`src/rtl/msam_pkg.sv`:
```
`timescale 1ns / 1ps

package msam_pkg;

  localparam int OP_W     = 2;
  localparam int SLOT_W   = 4;
  localparam int YEAR_W   = 16;
  localparam int MONTH_W  = 4;
  localparam int DAY_W    = 5;
  localparam int HOUR_W   = 5;
  localparam int MINUTE_W = 6;
  localparam int MASK_W   = 8;

  typedef enum logic [OP_W-1:0] {
    OP_TICK   = 2'd0,
    OP_SET    = 2'd1,
    OP_DELETE = 2'd2
  } op_e;

  typedef struct packed {
    logic [OP_W-1:0]     opcode;
    logic [SLOT_W-1:0]   slot;
    logic [YEAR_W-1:0]   year_value;
    logic [MONTH_W-1:0]  month_value;
    logic [DAY_W-1:0]    day_value;
    logic [HOUR_W-1:0]   hour_value;
    logic [MINUTE_W-1:0] minute_value;
    logic                daily_mode;
  } item_t;

  typedef struct packed {
    logic load_item;
    logic update;
    logic scan_step;
    logic load_out;
  } cmd_t;

  typedef struct packed {
    logic is_tick;
    logic scan_last;
  } status_t;

endpackage

```
`src/rtl/msam_ctrl.sv`:
```
`timescale 1ns / 1ps

module msam_ctrl (
  input  logic               clk_i,
  input  logic               rst_ni,
  input  logic               in_valid_i,
  output logic               in_ready_o,
  output logic               out_valid_o,
  input  logic               out_ready_i,
  input  msam_pkg::status_t  status_i,
  output msam_pkg::cmd_t     cmd_o
);

  typedef enum logic [1:0] {
    ST_IDLE,
    ST_EXEC,
    ST_SCAN,
    ST_DONE
  } state_e;

  state_e state_q, state_d;
  logic   out_valid_q, out_valid_d;

  assign in_ready_o  = (state_q == ST_IDLE);
  assign out_valid_o = out_valid_q;

  always_comb begin
    state_d       = state_q;
    cmd_o         = '0;
    out_valid_d   = out_valid_q;
    if (out_valid_q && out_ready_i) begin
      out_valid_d = 1'b0;
    end
    unique case (state_q)
      ST_IDLE: begin
        if (in_valid_i) begin
          cmd_o.load_item = 1'b1;
          state_d         = ST_EXEC;
        end
      end
      ST_EXEC: begin
        if (status_i.is_tick) begin
          cmd_o.scan_step = 1'b1;
          state_d         = status_i.scan_last ? ST_DONE : ST_SCAN;
        end else begin
          cmd_o.update = 1'b1;
          state_d      = ST_DONE;
        end
      end
      ST_SCAN: begin
        cmd_o.scan_step = 1'b1;
        if (status_i.scan_last) begin
          state_d = ST_DONE;
        end
      end
      ST_DONE: begin
        if (!out_valid_q || out_ready_i) begin
          cmd_o.load_out = 1'b1;
          out_valid_d    = 1'b1;
          state_d        = ST_IDLE;
        end
      end
      default: begin
        state_d = ST_IDLE;
      end
    endcase
  end

  always_ff @(posedge clk_i or negedge rst_ni) begin
    if (!rst_ni) begin
      state_q     <= ST_IDLE;
      out_valid_q <= 1'b0;
    end else begin
      state_q     <= state_d;
      out_valid_q <= out_valid_d;
    end
  end

endmodule

```
`src/rtl/msam_datapath.sv`:
```
`timescale 1ns / 1ps

module msam_datapath #(
  parameter int NUM_SLOTS = 8
) (
  input  logic                          clk_i,
  input  logic                          rst_ni,
  input  msam_pkg::item_t               item_i,
  input  msam_pkg::cmd_t                cmd_i,
  output msam_pkg::status_t             status_o,
  output logic [msam_pkg::MASK_W-1:0]   fired_mask_o,
  output logic                          accepted_o
);

  localparam int IDX_W = (NUM_SLOTS > 1) ? $clog2(NUM_SLOTS) : 1;

  msam_pkg::item_t item_q;
  logic [IDX_W-1:0] idx_q;
  logic [msam_pkg::MASK_W-1:0] fired_q;
  logic [msam_pkg::MASK_W-1:0] out_mask_q;
  logic out_acc_q;

  logic                            en_q     [NUM_SLOTS];
  logic                            lock_v_q [NUM_SLOTS];
  logic                            daily_q  [NUM_SLOTS];
  logic [msam_pkg::YEAR_W-1:0]     year_q   [NUM_SLOTS];
  logic [msam_pkg::MONTH_W-1:0]    month_q  [NUM_SLOTS];
  logic [msam_pkg::DAY_W-1:0]      day_q    [NUM_SLOTS];
  logic [msam_pkg::HOUR_W-1:0]     hour_q   [NUM_SLOTS];
  logic [msam_pkg::MINUTE_W-1:0]   minute_q [NUM_SLOTS];
  logic [msam_pkg::DAY_W-1:0]      lock_day_q [NUM_SLOTS];

  logic is_tick, is_set, is_delete, in_range, accepted;
  logic [IDX_W-1:0] wr_idx;
  logic time_match, date_match, locked_today, hit_daily, hit_once;

  assign is_tick   = (item_q.opcode == msam_pkg::OP_TICK);
  assign is_set    = (item_q.opcode == msam_pkg::OP_SET);
  assign is_delete = (item_q.opcode == msam_pkg::OP_DELETE);
  assign in_range  = (item_q.slot < msam_pkg::SLOT_W'(NUM_SLOTS));
  assign accepted  = is_tick || ((is_set || is_delete) && in_range);
  assign wr_idx    = item_q.slot[IDX_W-1:0];

  assign time_match   = (hour_q[idx_q] == item_q.hour_value) &&
                        (minute_q[idx_q] == item_q.minute_value);
  assign date_match   = (year_q[idx_q] == item_q.year_value) &&
                        (month_q[idx_q] == item_q.month_value) &&
                        (day_q[idx_q] == item_q.day_value);
  assign locked_today = lock_v_q[idx_q] && (lock_day_q[idx_q] == item_q.day_value);
  assign hit_daily    = en_q[idx_q] && daily_q[idx_q] && time_match && !locked_today;
  assign hit_once     = en_q[idx_q] && !daily_q[idx_q] && time_match && date_match;

  assign status_o.is_tick   = is_tick;
  assign status_o.scan_last = (idx_q == IDX_W'(NUM_SLOTS - 1));
  assign fired_mask_o       = out_mask_q;
  assign accepted_o         = out_acc_q;

  always_ff @(posedge clk_i) begin
    if (cmd_i.load_item) begin
      item_q <= item_i;
    end
    if (cmd_i.update && in_range && is_set) begin
      daily_q[wr_idx]  <= item_q.daily_mode;
      year_q[wr_idx]   <= item_q.year_value;
      month_q[wr_idx]  <= item_q.month_value;
      day_q[wr_idx]    <= item_q.day_value;
      hour_q[wr_idx]   <= item_q.hour_value;
      minute_q[wr_idx] <= item_q.minute_value;
    end
    if (cmd_i.scan_step && hit_daily) begin
      lock_day_q[idx_q] <= item_q.day_value;
    end
    if (cmd_i.load_out) begin
      out_mask_q <= fired_q;
      out_acc_q  <= accepted;
    end
  end

  always_ff @(posedge clk_i or negedge rst_ni) begin
    if (!rst_ni) begin
      idx_q   <= '0;
      fired_q <= '0;
      for (int i = 0; i < NUM_SLOTS; i++) begin
        en_q[i]     <= 1'b0;
        lock_v_q[i] <= 1'b0;
      end
    end else begin
      if (cmd_i.load_item) begin
        idx_q   <= '0;
        fired_q <= '0;
      end
      if (cmd_i.update && in_range) begin
        if (is_set) begin
          en_q[wr_idx]     <= 1'b1;
          lock_v_q[wr_idx] <= 1'b0;
        end else if (is_delete) begin
          en_q[wr_idx] <= 1'b0;
        end
      end
      if (cmd_i.scan_step) begin
        idx_q <= idx_q + IDX_W'(1);
        if (hit_daily) begin
          lock_v_q[idx_q] <= 1'b1;
        end
        if (hit_once) begin
          en_q[idx_q] <= 1'b0;
        end
        if (hit_daily || hit_once) begin
          fired_q <= fired_q | (msam_pkg::MASK_W'(1) << idx_q);
        end
      end
    end
  end

`ifndef SYNTH
  a_cmd_exclusive: assert property (@(posedge clk_i) disable iff (!rst_ni)
    !(cmd_i.update && cmd_i.scan_step))
    else $error("Slot update and scan step issued together.");

  a_oneshot_disables: assert property (@(posedge clk_i) disable iff (!rst_ni)
    cmd_i.scan_step && hit_once |=> !en_q[$past(idx_q)])
    else $error("One-shot slot still enabled after it fired.");

  a_mask_in_range: assert property (@(posedge clk_i) disable iff (!rst_ni)
    (out_mask_q >> NUM_SLOTS) == '0 || !out_acc_q)
    else $error("Fired mask has a bit beyond the last slot.");

  a_nontick_zero: assert property (@(posedge clk_i) disable iff (!rst_ni)
    cmd_i.load_out && !is_tick |=> out_mask_q == '0)
    else $error("Set or delete result carries a nonzero fired mask.");
`endif

endmodule

```
`src/rtl/multi_slot_alarm_matcher.sv`:
```
`timescale 1ns / 1ps
// A tick request is checked against one alarm slot per cycle, the slots in order,
// and its result is registered after the last slot is checked. A set or delete
// request updates its slot if the slot is in range and then registers its result.
// A new request is taken only once the last result is in the output register, where it waits.
// Reset is asynchronous and active low; it disables and unlocks every slot.

module multi_slot_alarm_matcher #(
  parameter int NUM_SLOTS = 8
) (
  input  logic        clk_i,
  input  logic        rst_ni,
  input  logic        s_axis_tvalid,
  output logic        s_axis_tready,
  // slot, year_value, month_value, day_value, hour_value, minute_value, daily_mode
  input  logic [47:0] s_axis_tdata,
  // opcode
  input  logic [1:0]  s_axis_tuser,
  output logic        m_axis_tvalid,
  input  logic        m_axis_tready,
  // fired_mask, accepted
  output logic [15:0] m_axis_tdata
);

  msam_pkg::item_t   item;
  msam_pkg::cmd_t    cmd;
  msam_pkg::status_t status;
  logic [msam_pkg::MASK_W-1:0] fired_mask;
  logic accepted;

  assign item.opcode       = s_axis_tuser;
  assign item.slot         = s_axis_tdata[3:0];
  assign item.year_value   = s_axis_tdata[19:4];
  assign item.month_value  = s_axis_tdata[23:20];
  assign item.day_value    = s_axis_tdata[28:24];
  assign item.hour_value   = s_axis_tdata[33:29];
  assign item.minute_value = s_axis_tdata[39:34];
  assign item.daily_mode   = s_axis_tdata[40];

  assign m_axis_tdata = {7'd0, accepted, fired_mask};

  msam_ctrl u_ctrl (
    .clk_i       (clk_i),
    .rst_ni      (rst_ni),
    .in_valid_i  (s_axis_tvalid),
    .in_ready_o  (s_axis_tready),
    .out_valid_o (m_axis_tvalid),
    .out_ready_i (m_axis_tready),
    .status_i    (status),
    .cmd_o       (cmd)
  );

  msam_datapath #(
    .NUM_SLOTS (NUM_SLOTS)
  ) u_datapath (
    .clk_i        (clk_i),
    .rst_ni       (rst_ni),
    .item_i       (item),
    .cmd_i        (cmd),
    .status_o     (status),
    .fired_mask_o (fired_mask),
    .accepted_o   (accepted)
  );

endmodule

```
`config.mk`:
```
export PLATFORM = sky130hd
export DESIGN_NAME = multi_slot_alarm_matcher
export DESIGN_NICKNAME = d
export VERILOG_FILES = /design/src/rtl/msam_pkg.sv /design/src/rtl/msam_ctrl.sv /design/src/rtl/msam_datapath.sv /design/src/rtl/multi_slot_alarm_matcher.sv
export SDC_FILE = /design/constraint.sdc
export NUM_CORES = 1
export LEC_CHECK = 0
export BUFFER_PORTS_ARGS = -buffer_cell sky130_fd_sc_hd__buf_2
export CAP_MARGIN = 20
export CORE_MARGIN = 1.5
export CORE_UTILIZATION = 55
export CTS_BUF_LIST = sky130_fd_sc_hd__clkbuf_2
export DETAILED_ROUTE_END_ITERATION = 10
export PLACE_DENSITY = 0.77
export SLEW_MARGIN = 30
export SYNTH_ARGS = -nofsm -noshare
export SYNTH_HDL_FRONTEND = slang
export SYNTH_SLANG_ARGS = --single-unit
```
`constraint.sdc`:
```
create_clock -name clk_i -period 6.3 [get_ports clk_i]
set_clock_uncertainty 0.05 [all_clocks]
set_input_delay 0.945 -clock clk_i [delete_from_list [all_inputs] [get_ports clk_i]]
set_output_delay 0.945 -clock clk_i [all_outputs]
set_load 0.02 [all_outputs]
```
==> reports/results.ini <==
[final_layout]
nNetsFinal = 1133
final_common_cell = edfxtp_1
final_cell_mix = 388 x edfxtp_1, 147 x clkbuf_2, 73 x mux2i_1
post_route_cells_drive_above_1_share_pct = 28.8
syn2layout_area_growth_pct = 10.0
design_area_um2 = 18400

[global_routing]
grt_pass1_wl_um = 50300
global_route.overflow_total = 0
track_usage_pct = 21.5
grt_pass1_vias = 9187
antenna_found_initial = 1
grt_start_max_net_pins = 85

[cts]
clkTransAtPathRegs_ns = 0.10
clk_latency_ns = 0.92
cts-root-buf = clkbuf_2
clock_path_buffers = 3
cts.sinks = 418
htree_levels = 3
numCtsBuffers = 101
tritoncts = done

[timing]
worst_slack_ns = 1.69
final.setup.tns_ns = 0
fin_crit_ns = 4.61
fmax_mhz = 217
hold_violations = 0
setup_violations = 0
period_share_pct = 73.2
report.final.slew_viol_count = 0
rsz0062_at_grt = no
slew_headroom_pct = 39.4
worstMarginPinSlew_ns = 0.909

[critical_path]
crit_path_start_kind = flip-flop
path_class = flip-flop to flip-flop
cpMaxStageDelayCell = dfrtp_2
crit_fanout = 41
required_ns = 6.77
endpoint = u_datapath.lock_day_q[0][3]
cp_slowest_stage_delay_ns = 0.98
critPathArrivalTime_ns = 5.08
r2r-start = u_datapath.idx_q[1]
crit_top_cell = nor2_1
rr_worst_depth = 9
cp-end-kind = flip-flop
r2r_setup_slack_ns = 1.69
reg2reg_to = u_datapath.lock_day_q[0][3]
cp_cell_sequence = buf_4 > mux4_2 > mux2i_1 > xor2_1 > o2111ai_1 > or4_1 > nor2_1 > nand2_1 > nor2_1
critPathLaunch = u_datapath.idx_q[1]

[placement]
gp_congestion = 0.776
placed_area_um2 = 17500
hpwl_um = 18200
portBuffers = 57
pre_cts_slack_ns = 1.75

[logic_synthesis]
yosysSeqAreaShare_pct = 74.1
synthFlopType = edfxtp_1
yosys.area.top_type = edfxtp_1
syn_area_um2 = 16700
yosys-top-cells-area = edfxtp_1 70%, mux4_2 6.1%, dfrtp_1 4.5%, mux2i_1 4.4%, mux2_2 1.3%
synthArstFlopShare_pct = 7.18
synth_top_area_share_pct = 69.6
synthCells = 925
synth_warnings = 0
ys_ff_latch = 418
synth_edf_count = 388
synth_cell_types = 65
syn_avg_cell_area_um2 = 18.1

[floorplan]
die_area_um2 = 31500
die_y_um = 177
coreArea_um2 = 29800
start_util_pct = 56.2
die_w_um = 177
rows = 63
io_pins = 72

[detailed_routing]
wl_per_cell_um = 21.3
vias = 8847
dr.first_iter.drc_count = 621
dr.pass1.iters = 5
drc = 0
antenna_left = 0
drt-vias-per-instance = 5.79
routed_wl_um = 32600

[power_and_ir_drop]
vdd.ir_drop.worst_mv = 0.164
power.leakage_nw = 6.43
p_per_area_nw_per_um2 = 368
fin_total_pwr_mw = 6.78

[status]
outcome = finished clean

[run]
drv_cap = 0

[worst_hold_path]
hp-class = input port to flip-flop

-- sequential cells by signal, summed over array words and instances (netlist names), 8 cells and up --
signal and cells:
u_datapath.item_q 43, u_datapath.minute_q 48, u_datapath.daily_q 8, u_datapath.year_q 128, u_datapath.fired_mask_o 8, u_datapath.month_q 32
u_datapath.lock_day_q 40, u_datapath.hour_q 40, u_datapath.en_q 8, u_datapath.day_q 40, u_datapath.lock_v_q 8, u_datapath.fired_q 8
-- cells in the mapped netlist (all sizes together), types with 2 or more instances --
library cell  count
and2              2
nand2            30
a2bb2oi           5
clkbuf            8
xnor2             7
nor3b             2
o2bb2ai           2
edfxtp          388
nor4              5
nor3              6
mux2             20
a221o             5
nand2b            7
or3               4
mux4             45
ha               13
mux2i            73
nand3            16
or2               2
nor2b             6
dfrtp            30
o21ai            23
a22oi            21
nand3b            3
inv              17
o2111ai           3
buf              39
a31oi             3
o22ai            13
or4               2
and3             13
xor2             17
a21oi            40
nor2             23
o22a              4
and3b             3
nand4             6
o211ai            3
-- worst min-delay path by stage --
| stage | from | to | slack (ns) | cells after the start |
|---|---|---|---|---|
| 2_1_floorplan | u_datapath.fired_q[1] | u_datapath.fired_mask_o[1] | 0.40 | 0 |
| 3_3_place_gp | u_datapath.fired_q[6] | u_datapath.fired_mask_o[6] | 0.41 | 0 |
| 3_5_place_dp | u_datapath.fired_q[0] | u_datapath.fired_mask_o[0] | 0.42 | 0 |
| 4_1_cts | s_axis_tdata[7] | u_datapath.item_q[24] | 0.05 | 1 |
| 5_1_grt | s_axis_tdata[7] | u_datapath.item_q[24] | 0.05 | 1 |
| 6_report | s_axis_tdata[7] | u_datapath.item_q[24] | 0.14 | 1 |
-- kinds of logic after synthesis --
family	share of synthesized area, %
AO/OA/AOI/OAI	5.46
XOR/XNOR	1.26
adder cells (fa/ha/maj)	0.972
buffers and inverters	2.21
flip-flops	74.1
multiplexers	11.8
other	0.0224
AND/OR/NAND/NOR	4.18
-- cell type report --
type / count / area (um2)
Sequential cell: 418 / 12400
Fill cell: 2177 / 11400
Multi-Input combinational cell: 448 / 4040
Clock buffer: 147 / 736
Tap cell: 390 / 488
Timing Repair Buffer: 79 / 485
Clock inverter: 28 / 181
Inverter: 18 / 67.6
Antenna cell: 1 / 2.50
-- per-layer routing --
metal	track usage (%)	part of all wire, %
met5	0	0
met2	34.6	49
met1	28.9	42
met3	4.63	6.9
met4	8.47	2.1
-- through the flow --
step	instances	hold WS [ns]	utilization, %
final	1529	0.138	61.8
after global routing	1529	0.0528	61.8
after CTS	1527	0.0464	61.7
after detailed placement	1351	0.423	58.6
after global placement	1351	0.410	58.6
after floorplan	931	0.397	-
-- power by group --
group	switching, mW	internal, mW	total [mW]
sequential	0.195	3.24	3.44
combinational	0.899	0.703	1.60
clock	1.03	0.710	1.74
-- worst max-delay path: cells and delay by family (launching register included) --
family	cells	cell delay, ns
simple gates	4	1.65
xor+xnor	1	0.27
mux	2	0.58
flops	1	0.98
buf+inv	1	0.50
compound gates	1	0.14
-- what timing repair did --
item / 4_1_cts / 5_1_grt
hold endpoints to repair: 30 / 0
gates resized for setup: 0 / 0
hold buffers: 1 / 0
setup buffers: 0 / 0
Note: power is estimated with default switching activity, not from simulation.
